[src/hdl/rcpm_pkg.sv]
// package for the row/column permutation map
// shared widths, action codes and controller/datapath interface structs
// no dependencies
package rcpm_pkg;

    localparam int DEF_ROWS = 1024;
    localparam int DEF_COLS = 4096;

    localparam int ACT_W  = 2;
    localparam int IDX_W  = 13;
    localparam int VAL_W  = 23;
    localparam int DATA_W = 56;

    localparam logic [ACT_W-1:0] ACT_SWAP_ROW = 2'd0;
    localparam logic [ACT_W-1:0] ACT_SWAP_COL = 2'd1;
    localparam logic [ACT_W-1:0] ACT_QUERY    = 2'd2;
    localparam logic [ACT_W-1:0] ACT_LOCATE   = 2'd3;

    typedef struct packed {
        logic load;
        logic clr_step;
        logic rd_fwd;
        logic rd_second;
        logic hold_first;
        logic wr_first;
        logic wr_second;
        logic rd_inv;
        logic out_load;
    } rcpm_cmd_t;

    typedef struct packed {
        logic [ACT_W-1:0] act;
        logic             swap_ok;
        logic             qry_ok;
        logic             loc_ok;
        logic             clr_last;
        logic             out_busy;
    } rcpm_stat_t;

endpackage

[src/hdl/rcpm_ctrl.sv]
// controller state machine for the row/column permutation map
// depends on rcpm_pkg for the action codes and command/status structs
module rcpm_ctrl (
    input  logic                 clk,
    input  logic                 rst_n,
    input  logic                 in_valid,
    output logic                 in_ready,
    input  rcpm_pkg::rcpm_stat_t stat,
    output rcpm_pkg::rcpm_cmd_t  cmd
);

    localparam logic [3:0] ST_CLEAR  = 4'd0;
    localparam logic [3:0] ST_IDLE   = 4'd1;
    localparam logic [3:0] ST_DECODE = 4'd2;
    localparam logic [3:0] ST_SW_RB  = 4'd3;
    localparam logic [3:0] ST_SW_W1  = 4'd4;
    localparam logic [3:0] ST_SW_W2  = 4'd5;
    localparam logic [3:0] ST_DV1    = 4'd6;
    localparam logic [3:0] ST_DV2    = 4'd7;
    localparam logic [3:0] ST_LC_RD  = 4'd8;
    localparam logic [3:0] ST_RESULT = 4'd9;

    logic [3:0] state_reg;
    logic [3:0] state_next;

    always_ff @(posedge clk or negedge rst_n)
    begin
        if (!rst_n)
        begin
            state_reg <= ST_CLEAR;
        end
        else
        begin
            state_reg <= state_next;
        end
    end

    assign in_ready = (state_reg == ST_IDLE);

    always_comb
    begin
        state_next = state_reg;
        cmd        = '0;
        unique case (state_reg)
            ST_CLEAR:
            begin
                cmd.clr_step = 1'b1;
                if (stat.clr_last)
                begin
                    state_next = ST_IDLE;
                end
            end
            ST_IDLE:
            begin
                if (in_valid)
                begin
                    cmd.load   = 1'b1;
                    state_next = ST_DECODE;
                end
            end
            ST_DECODE:
            begin
                unique case (stat.act)
                    rcpm_pkg::ACT_SWAP_ROW, rcpm_pkg::ACT_SWAP_COL:
                    begin
                        if (stat.swap_ok)
                        begin
                            cmd.rd_fwd = 1'b1;
                            state_next = ST_SW_RB;
                        end
                        else
                        begin
                            state_next = ST_IDLE;
                        end
                    end
                    rcpm_pkg::ACT_QUERY:
                    begin
                        cmd.rd_fwd = stat.qry_ok;
                        state_next = ST_RESULT;
                    end
                    rcpm_pkg::ACT_LOCATE:
                    begin
                        state_next = stat.loc_ok ? ST_DV1 : ST_RESULT;
                    end
                    default:
                    begin
                        state_next = ST_IDLE;
                    end
                endcase
            end
            ST_SW_RB:
            begin
                cmd.rd_fwd     = 1'b1;
                cmd.rd_second  = 1'b1;
                cmd.hold_first = 1'b1;
                state_next     = ST_SW_W1;
            end
            ST_SW_W1:
            begin
                cmd.wr_first = 1'b1;
                state_next   = ST_SW_W2;
            end
            ST_SW_W2:
            begin
                cmd.wr_second = 1'b1;
                state_next    = ST_IDLE;
            end
            ST_DV1:
            begin
                state_next = ST_DV2;
            end
            ST_DV2:
            begin
                state_next = ST_LC_RD;
            end
            ST_LC_RD:
            begin
                cmd.rd_inv = 1'b1;
                state_next = ST_RESULT;
            end
            ST_RESULT:
            begin
                if (!stat.out_busy)
                begin
                    cmd.out_load = 1'b1;
                    state_next   = ST_IDLE;
                end
            end
            default:
            begin
                state_next = ST_IDLE;
            end
        endcase
    end

endmodule

[config.mk]
export PLATFORM = sky130hd
export DESIGN_NAME = rcpm_ctrl
export DESIGN_NICKNAME = d
export VERILOG_FILES = /design/src/hdl/rcpm_pkg.sv /design/src/hdl/rcpm_ctrl.sv
export SDC_FILE = /design/constraint.sdc
export NUM_CORES = 1
export LEC_CHECK = 0
export ABC_AREA = 1
export BUFFER_PORTS_ARGS = -buffer_cell sky130_fd_sc_hd__buf_4
export CORE_AREA = 2 2 39 41
export DETAILED_ROUTE_END_ITERATION = 16
export DIE_AREA = 0 0 41 43
export GPL_TIMING_DRIVEN = 0
export PLACE_DENSITY_LB_ADDON = 0.1
export SYNTH_ARGS = -nofsm -noshare
export SYNTH_HDL_FRONTEND = slang
export SYNTH_SLANG_ARGS = --single-unit
[constraint.sdc]
create_clock -name clk -period 3 [get_ports clk]
set_input_delay 0.6 -clock clk [delete_from_list [all_inputs] [get_ports clk]]
set_output_delay 0.6 -clock clk [all_outputs]
set_load 0.05 [all_outputs]
; ---- After elaboration in Yosys (flattened, before gate mapping)
; Cells that the tools add are included.
; Widths: inputs -> output; s select.
[totals]
reg_bits = 4
latch_bits = 0
mem_bits_rw = 0
rom_bits = 0
output_inout_bits = 10
mem_count = 0
[classes]
n_addsub = 0
n_mul = 0
div_mod_pow = 0
order_cmp = 0
n_eq_ne = 15
shift = 0
n_mux = 19
bitwise_logic = 0
n_reduce_logical = 4
[ops]
columns = cell, n
row1 = $pmux 4 s9, 1
row2 = $eq 4x3->1 const B, 4
row3 = $mux 4, 4
row4 = $pmux 4 s3, 1
row5 = $mux 1, 9
row6 = $eq 4x2->1 const B, 2
row7 = $eq 4x4->1 const B, 2
row8 = $ne 2x2->1 const B, 3
row9 = $eq 2x2->1 const B, 2
row10 = $eq 4x1->1 const B, 1
row11 = $logic_not 4->1, 1
row12 = $mux 2, 2
row13 = $pmux 1 s2, 2
row14 = $reduce_and 3->1, 1
row15 = $eq 2x1->1 const B, 1
row16 = $logic_not 2->1, 1
row17 = $reduce_or 2->1, 1

; ---- Depth between registers and ports, before layout
; Gate-level depths: netlist of run 1.
[depth]
word_depth = 4
ltp_mapped = 9
ltp_nobuf = 9

; ---- Least setup slack after synthesis of run 1
; OpenSTA, ideal clock, no wires.
[synth_path]
path_type = input to output
start = input stat[0] (netlist name)
end = output cmd[0] (netlist name)
arrival_ns = 2.153
t_required_ns = 2.400
slack_ns = 0.247
path_stages = 1
cell_sequence = nor4_1
[synth_between]
elab_chain_len = 2
[synth_lines]
columns = item, line_no
row1 = start: declaration, rcpm_ctrl.sv:8  ; input rcpm_pkg::rcpm_stat_t stat,
row2 = $mux 1, rcpm_ctrl.sv:123  ; if (!stat.out_busy)
row3 = $mux 1, rcpm_ctrl.sv:44  ; unique case (state_reg)
row4 = end: declaration, rcpm_ctrl.sv:9  ; output rcpm_pkg::rcpm_cmd_t cmd
; No other way between the ends.

==> results.cfg, run 1 <==
[status]
status = finished, final reports clean

[route]
vias_per_cell = 4.32
first_pass_iters = 4
vias = 467
antenna_left = 0
wire_per_inst_um = 8.33
drc = 0
drt_iter0_markers = 5
routed_wl_um = 900

[final_layout]
fin_nets = 104
drive_gt1_frac = 0.391
area_growth_pct = 46.3
layout.cells.non_filler = 108
largest_register_ffs = 4
n_antenna_cell = 0

[die]
io_pins = 20
die_area_sq_mm = 0.00176
num_rows = 14
start_util = 0.289
core_sq_mm = 0.00138
fp.dieH_um = 43
die_x_um = 41

[pwr]
p_per_area_mw_per_mm2 = 1170
vdd_drop_max_v = 0.000375
leakage_uw = 0.000352

[clock_tree]
clkTransAtPathRegs_ns = 0.04
clk_path_buf_depth = 2
cts_setup_buffers = 0
cts_tree = done
cts-root-buf = clkbuf_4
ctsResizeCount = 0
clk_latency_ns = 0.23
cts_sinks = 4
numCtsBuffers = 3
ctsHoldBuffers = 0
htreeDepth = 1

[synth]
synth_most_common_cell = nand2_1
ys_seq_area_frac = 0.250
synth_area_sq_um = 400
synthTopCellsByCount = 16 x nand2_1, 12 x nor2_1, 11 x inv_1
ys.flop_type = dfrtp_1
synth.area.top_cells = dfrtp_1 25%, nand2_1 15%, nor2_1 11%
avgSynthCellArea_sq_um = 5.72
yosys_warnings = 0
synthDistinctLibCells = 15
ys_ff_latch = 4
synth_top_cell_area_share = 0.250
synth_fp_nets = 80
synthArstFlopShare = 1.00
synth_edf_count = 0
synthCells = 70
yosys.area.top_type = dfrtp_1

[global_route]
grt.total_usage = 0.130
grt-ovfl-total = 0
grt_pass1_wl_mm = 1.58
grt_max_degree = 7
antenna_found_initial = 0
grt_pass1_vias = 399

[run]
maxCapViolCount = 0

[setup_path]
cp_max_fo = 6
startpoint_type = flop
crit_type = flop to primary output
critical_path_required_ns = 2.40
cp-end-kind = primary output
critPathArrivalTime_ns = 1.49
reg2reg_depth = 6

[sta]
rsz0062_at_grt = false
fin_crit_ns = 2.09
fin_skew_ns = 0.000139
setup_viol_count_final = 0
worstMarginPinSlew_ns = 0.249
clock.fmax_mhz = 477
slew_viol_final = 0
fin_setup_tns_ns = 0
relSlewSlack = 0.834
finalCritPeriodShare = 0.698
hold_violations = 0

[place]
place.gp.congestion = 0.757
placedCellCount = 105
hpwl_um = 795
port_buffers = 19

[worst_hold_path]
min_path_type = primary input to asynchronous set/reset pin
## critical path: stages, from the launching register on
cell and delay, ns:
dfrtp_1 0.42, nor2_2 0.24, inv_1 0.09, nor2_1 0.17, inv_1 0.08, nand3_1 0.08
buf_4 0.19
## metrics by stage
stage	utilization	setup WS, ns	cell area, sq um	total power (uW)	hold WS, ns
finish	0.423	0.905	586	685	0.156
global route	0.423	0.736	586	754	0.151
global placement	0.407	1.13	563	631	0.397
detailed placement	0.407	1.12	563	629	0.397
CTS	0.423	0.869	586	699	0.148
floorplan	-	0.247	400	499	0.304
## cell usage in the layout, fill, tap and decap left out
master | Yosys | final
nand2_1 | 16 | 16
nand3b_1 | 1 | 1
nand4_1 | 1 | 1
inv_1 | 11 | 11
buf_4 | 1 | 20
nor3_1 | 1 | 1
nor2_1 | 12 | 12
o21ai_2 | 1 | 1
nor2_2 | 6 | 6
inv_2 | 3 | 3
clkbuf_4 | 0 | 3
dfrtp_1 | 4 | 4
o21ai_0 | 1 | 1
nand3_1 | 8 | 8
nor4_1 | 1 | 1
nand2_2 | 3 | 3
## layer usage
metal / wire [um] / vias to the layer above / share of wire / global-route usage
met2: 422 / 12 / 0.47 / 0.166
li1: - / 259 / - / -
met1: 419 / 196 / 0.47 / 0.199
met4: 0 / 0 / 0 / 0.0800
met5: 0 / - / 0 / 0
met3: 58 / 0 / 0.064 / 0.0157
## cells by family after synthesis
| logic type | count (synthesis) | synth area share |
|---|---|---|
| and+or+nand+nor | 49 | 0.566 |
| buffers and inverters | 15 | 0.150 |
| DFF | 4 | 0.250 |
| AOI/OAI and AO/OA | 2 | 0.0344 |
## worst paths after layout
check / from / endpoint / slack [ns]
worst min register to register: state_reg[0] / state_reg[0] / 0.63
worst max-delay path: state_reg[2] / cmd[6] / 0.91
worst max register to register: state_reg[2] / state_reg[0] / 1.83
max in group asynchronous: rst_n / state_reg[2] / 2.75
worst min-delay path: rst_n / state_reg[1] / 0.16
min in group clk: stat[6] / state_reg[3] / 0.63
## layout make-up
type                       count  area, sq um
fill                         167          798
multi-input combinational     51          240
timing repair buffer          19          143
sequential                     4          100
inverter                      14         52.6
clock buffer                   3         22.5
tap                           16         20.0
buffer                         1         7.51
## report_power, final
group	switching, uW	internal [uW]
Combinational	354	155
Clock	19.9	44.6
Sequential	33.5	78.6
Power figures use the tool's default switching activity.
==> run 2: changes to the inputs <==
==> constraint.sdc (replaced) <==
create_clock -name clk -period 2.1 [get_ports clk]
set_input_delay 0.42 -clock clk [delete_from_list [all_inputs] [get_ports clk]]
set_output_delay 0.42 -clock clk [all_outputs]
set_load 0.05 [all_outputs]
==> results.cfg, run 2 (synthesis gave the netlist of run 1 again) <==
[status]
status = finished, final reports clean

[die]
num_rows = 14
fp.dieH_um = 43
io_pins = 20
core_sq_mm = 0.00138
start_util = 0.289
die_area_sq_mm = 0.00176
die_x_um = 41

[final_layout]
n_antenna_cell = 0
final_common_cell = buf_4
num-fill-cells = 149
layout.cells.non_filler = 109
largest_register_ffs = 4
final_util = 0.440
area_growth_pct = 52.2
drive_gt1_frac = 0.409
fin_nets = 105
final_cell_mix = 20 x buf_4, 16 x nand2_1, 11 x inv_1, 11 x nor2_1, 8 x nand3_1

[pwr]
p_total_uw = 1010
p_comb_frac = 0.744
switchingPower_uw = 607
switching_share = 0.601
p_int_uw = 403
seq_power_share = 0.160
share_clk_of_total_power = 0.095
leakage_uw = 0.000357
vdd_drop_max_v = 0.000863
p_per_area_mw_per_mm2 = 1660

[setup_path]
r2r-end = state_reg[0]
cp_max_fo = 6
crit-reg2reg-launch = state_reg[2]
r2r_slack_ns = 0.90
startpoint_type = flop
critPathLaunch = state_reg[2]
endpoint = cmd[6]
reg2reg_depth = 6
cp-end-kind = primary output
critical_path_required_ns = 1.68
crit_type = flop to primary output
critPathArrivalTime_ns = 1.49

[global_route]
grt-ovfl-total = 0
grt_pass1_wl_mm = 1.72
grt.total_usage = 0.139
grt_pass1_vias = 431
grt_max_degree = 7
antenna_found_initial = 0

[clock_tree]
numCtsBuffers = 3
cts_tree = done
cts-root-buf = clkbuf_4
cts_setup_buffers = 0
htreeDepth = 1
ctsHoldBuffers = 1
ctsResizeCount = 0
cts_sinks = 4
clk_latency_ns = 0.24
clk_path_buf_depth = 2
clkTransAtPathRegs_ns = 0.04

[sta]
fin_setup_tns_ns = 0
fin_crit_ns = 1.91
fin_skew_ns = 0.00531
slew_viol_final = 0
finalCritPeriodShare = 0.910
relSlewSlack = 0.825
setup_viol_count_final = 0
worstMarginPinSlew_ns = 0.261
hold_violations = 0
clock.fmax_mhz = 523
rsz0062_at_grt = false

[place]
place.gp.congestion = 0.740
placedCellCount = 105
port_buffers = 19
hpwl_um = 789

[route]
routed_wl_um = 977
first_pass_iters = 4
antenna_left = 0
drt_iter0_markers = 7
wire_per_inst_um = 8.96
drc = 0
vias_per_cell = 4.33
vias = 472

[worst_hold_path]
min_from = stat[6]
min_path_type = primary input to flop

[run]
maxCapViolCount = 0
## run 2: critical path: stages, from the launching register on
cell and delay [ns]:
dfrtp_1 0.44, nor2_2 0.25, inv_1 0.13, nor2_4 0.11
inv_1 0.06, nand3_1 0.08, buf_4 0.19
## run 2: power by group through the flow
stage | Sequential, uW | Clock [uW] | Combinational [uW]
floorplan | 151 | 0 | 581
global placement | 163 | 0 | 757
detailed placement | 162 | 0 | 755
CTS | 162 | 100 | 759
global route | 168 | 105 | 825
finish | 162 | 96.1 | 751
## run 2: final cells by class
cell class                 instances  area, sq um  area share
sequential                         4          100       0.164
clock buffer                       3         22.5      0.0370
timing repair buffer              20          153       0.251
inverter                          14         52.6      0.0862
buffer                             1         7.51      0.0123
multi-input combinational         51          254       0.417
tap                               16         20.0      0.0329
## run 2: layer usage
layer / global-route usage / share of wire
met1: 0.192 / 0.50
met2: 0.200 / 0.46
met3: 0.0157 / 0.046
met4: 0.0800 / 0
met5: 0 / 0
## run 2: worst min-delay path by stage
stage              endpoint  slack [ns]  cells after the start
2_1_floorplan  state_reg[0]        0.12                      0
3_3_place_gp   state_reg[3]        0.22                      1
3_5_place_dp   state_reg[3]        0.22                      1
4_1_cts        state_reg[3]        0.48                      3
5_1_grt        state_reg[3]        0.49                      3
6_report       state_reg[3]        0.48                      3
## run 2: stage by stage
stage	hold slack (ns)	worst slack, ns	area (sq um)
floorplan	0.124	0.0681	414
global placement	0.216	0.429	577
detailed placement	0.219	0.416	577
CTS	0.482	0.160	609
global route	0.489	0.0715	609
finish	0.482	0.188	609
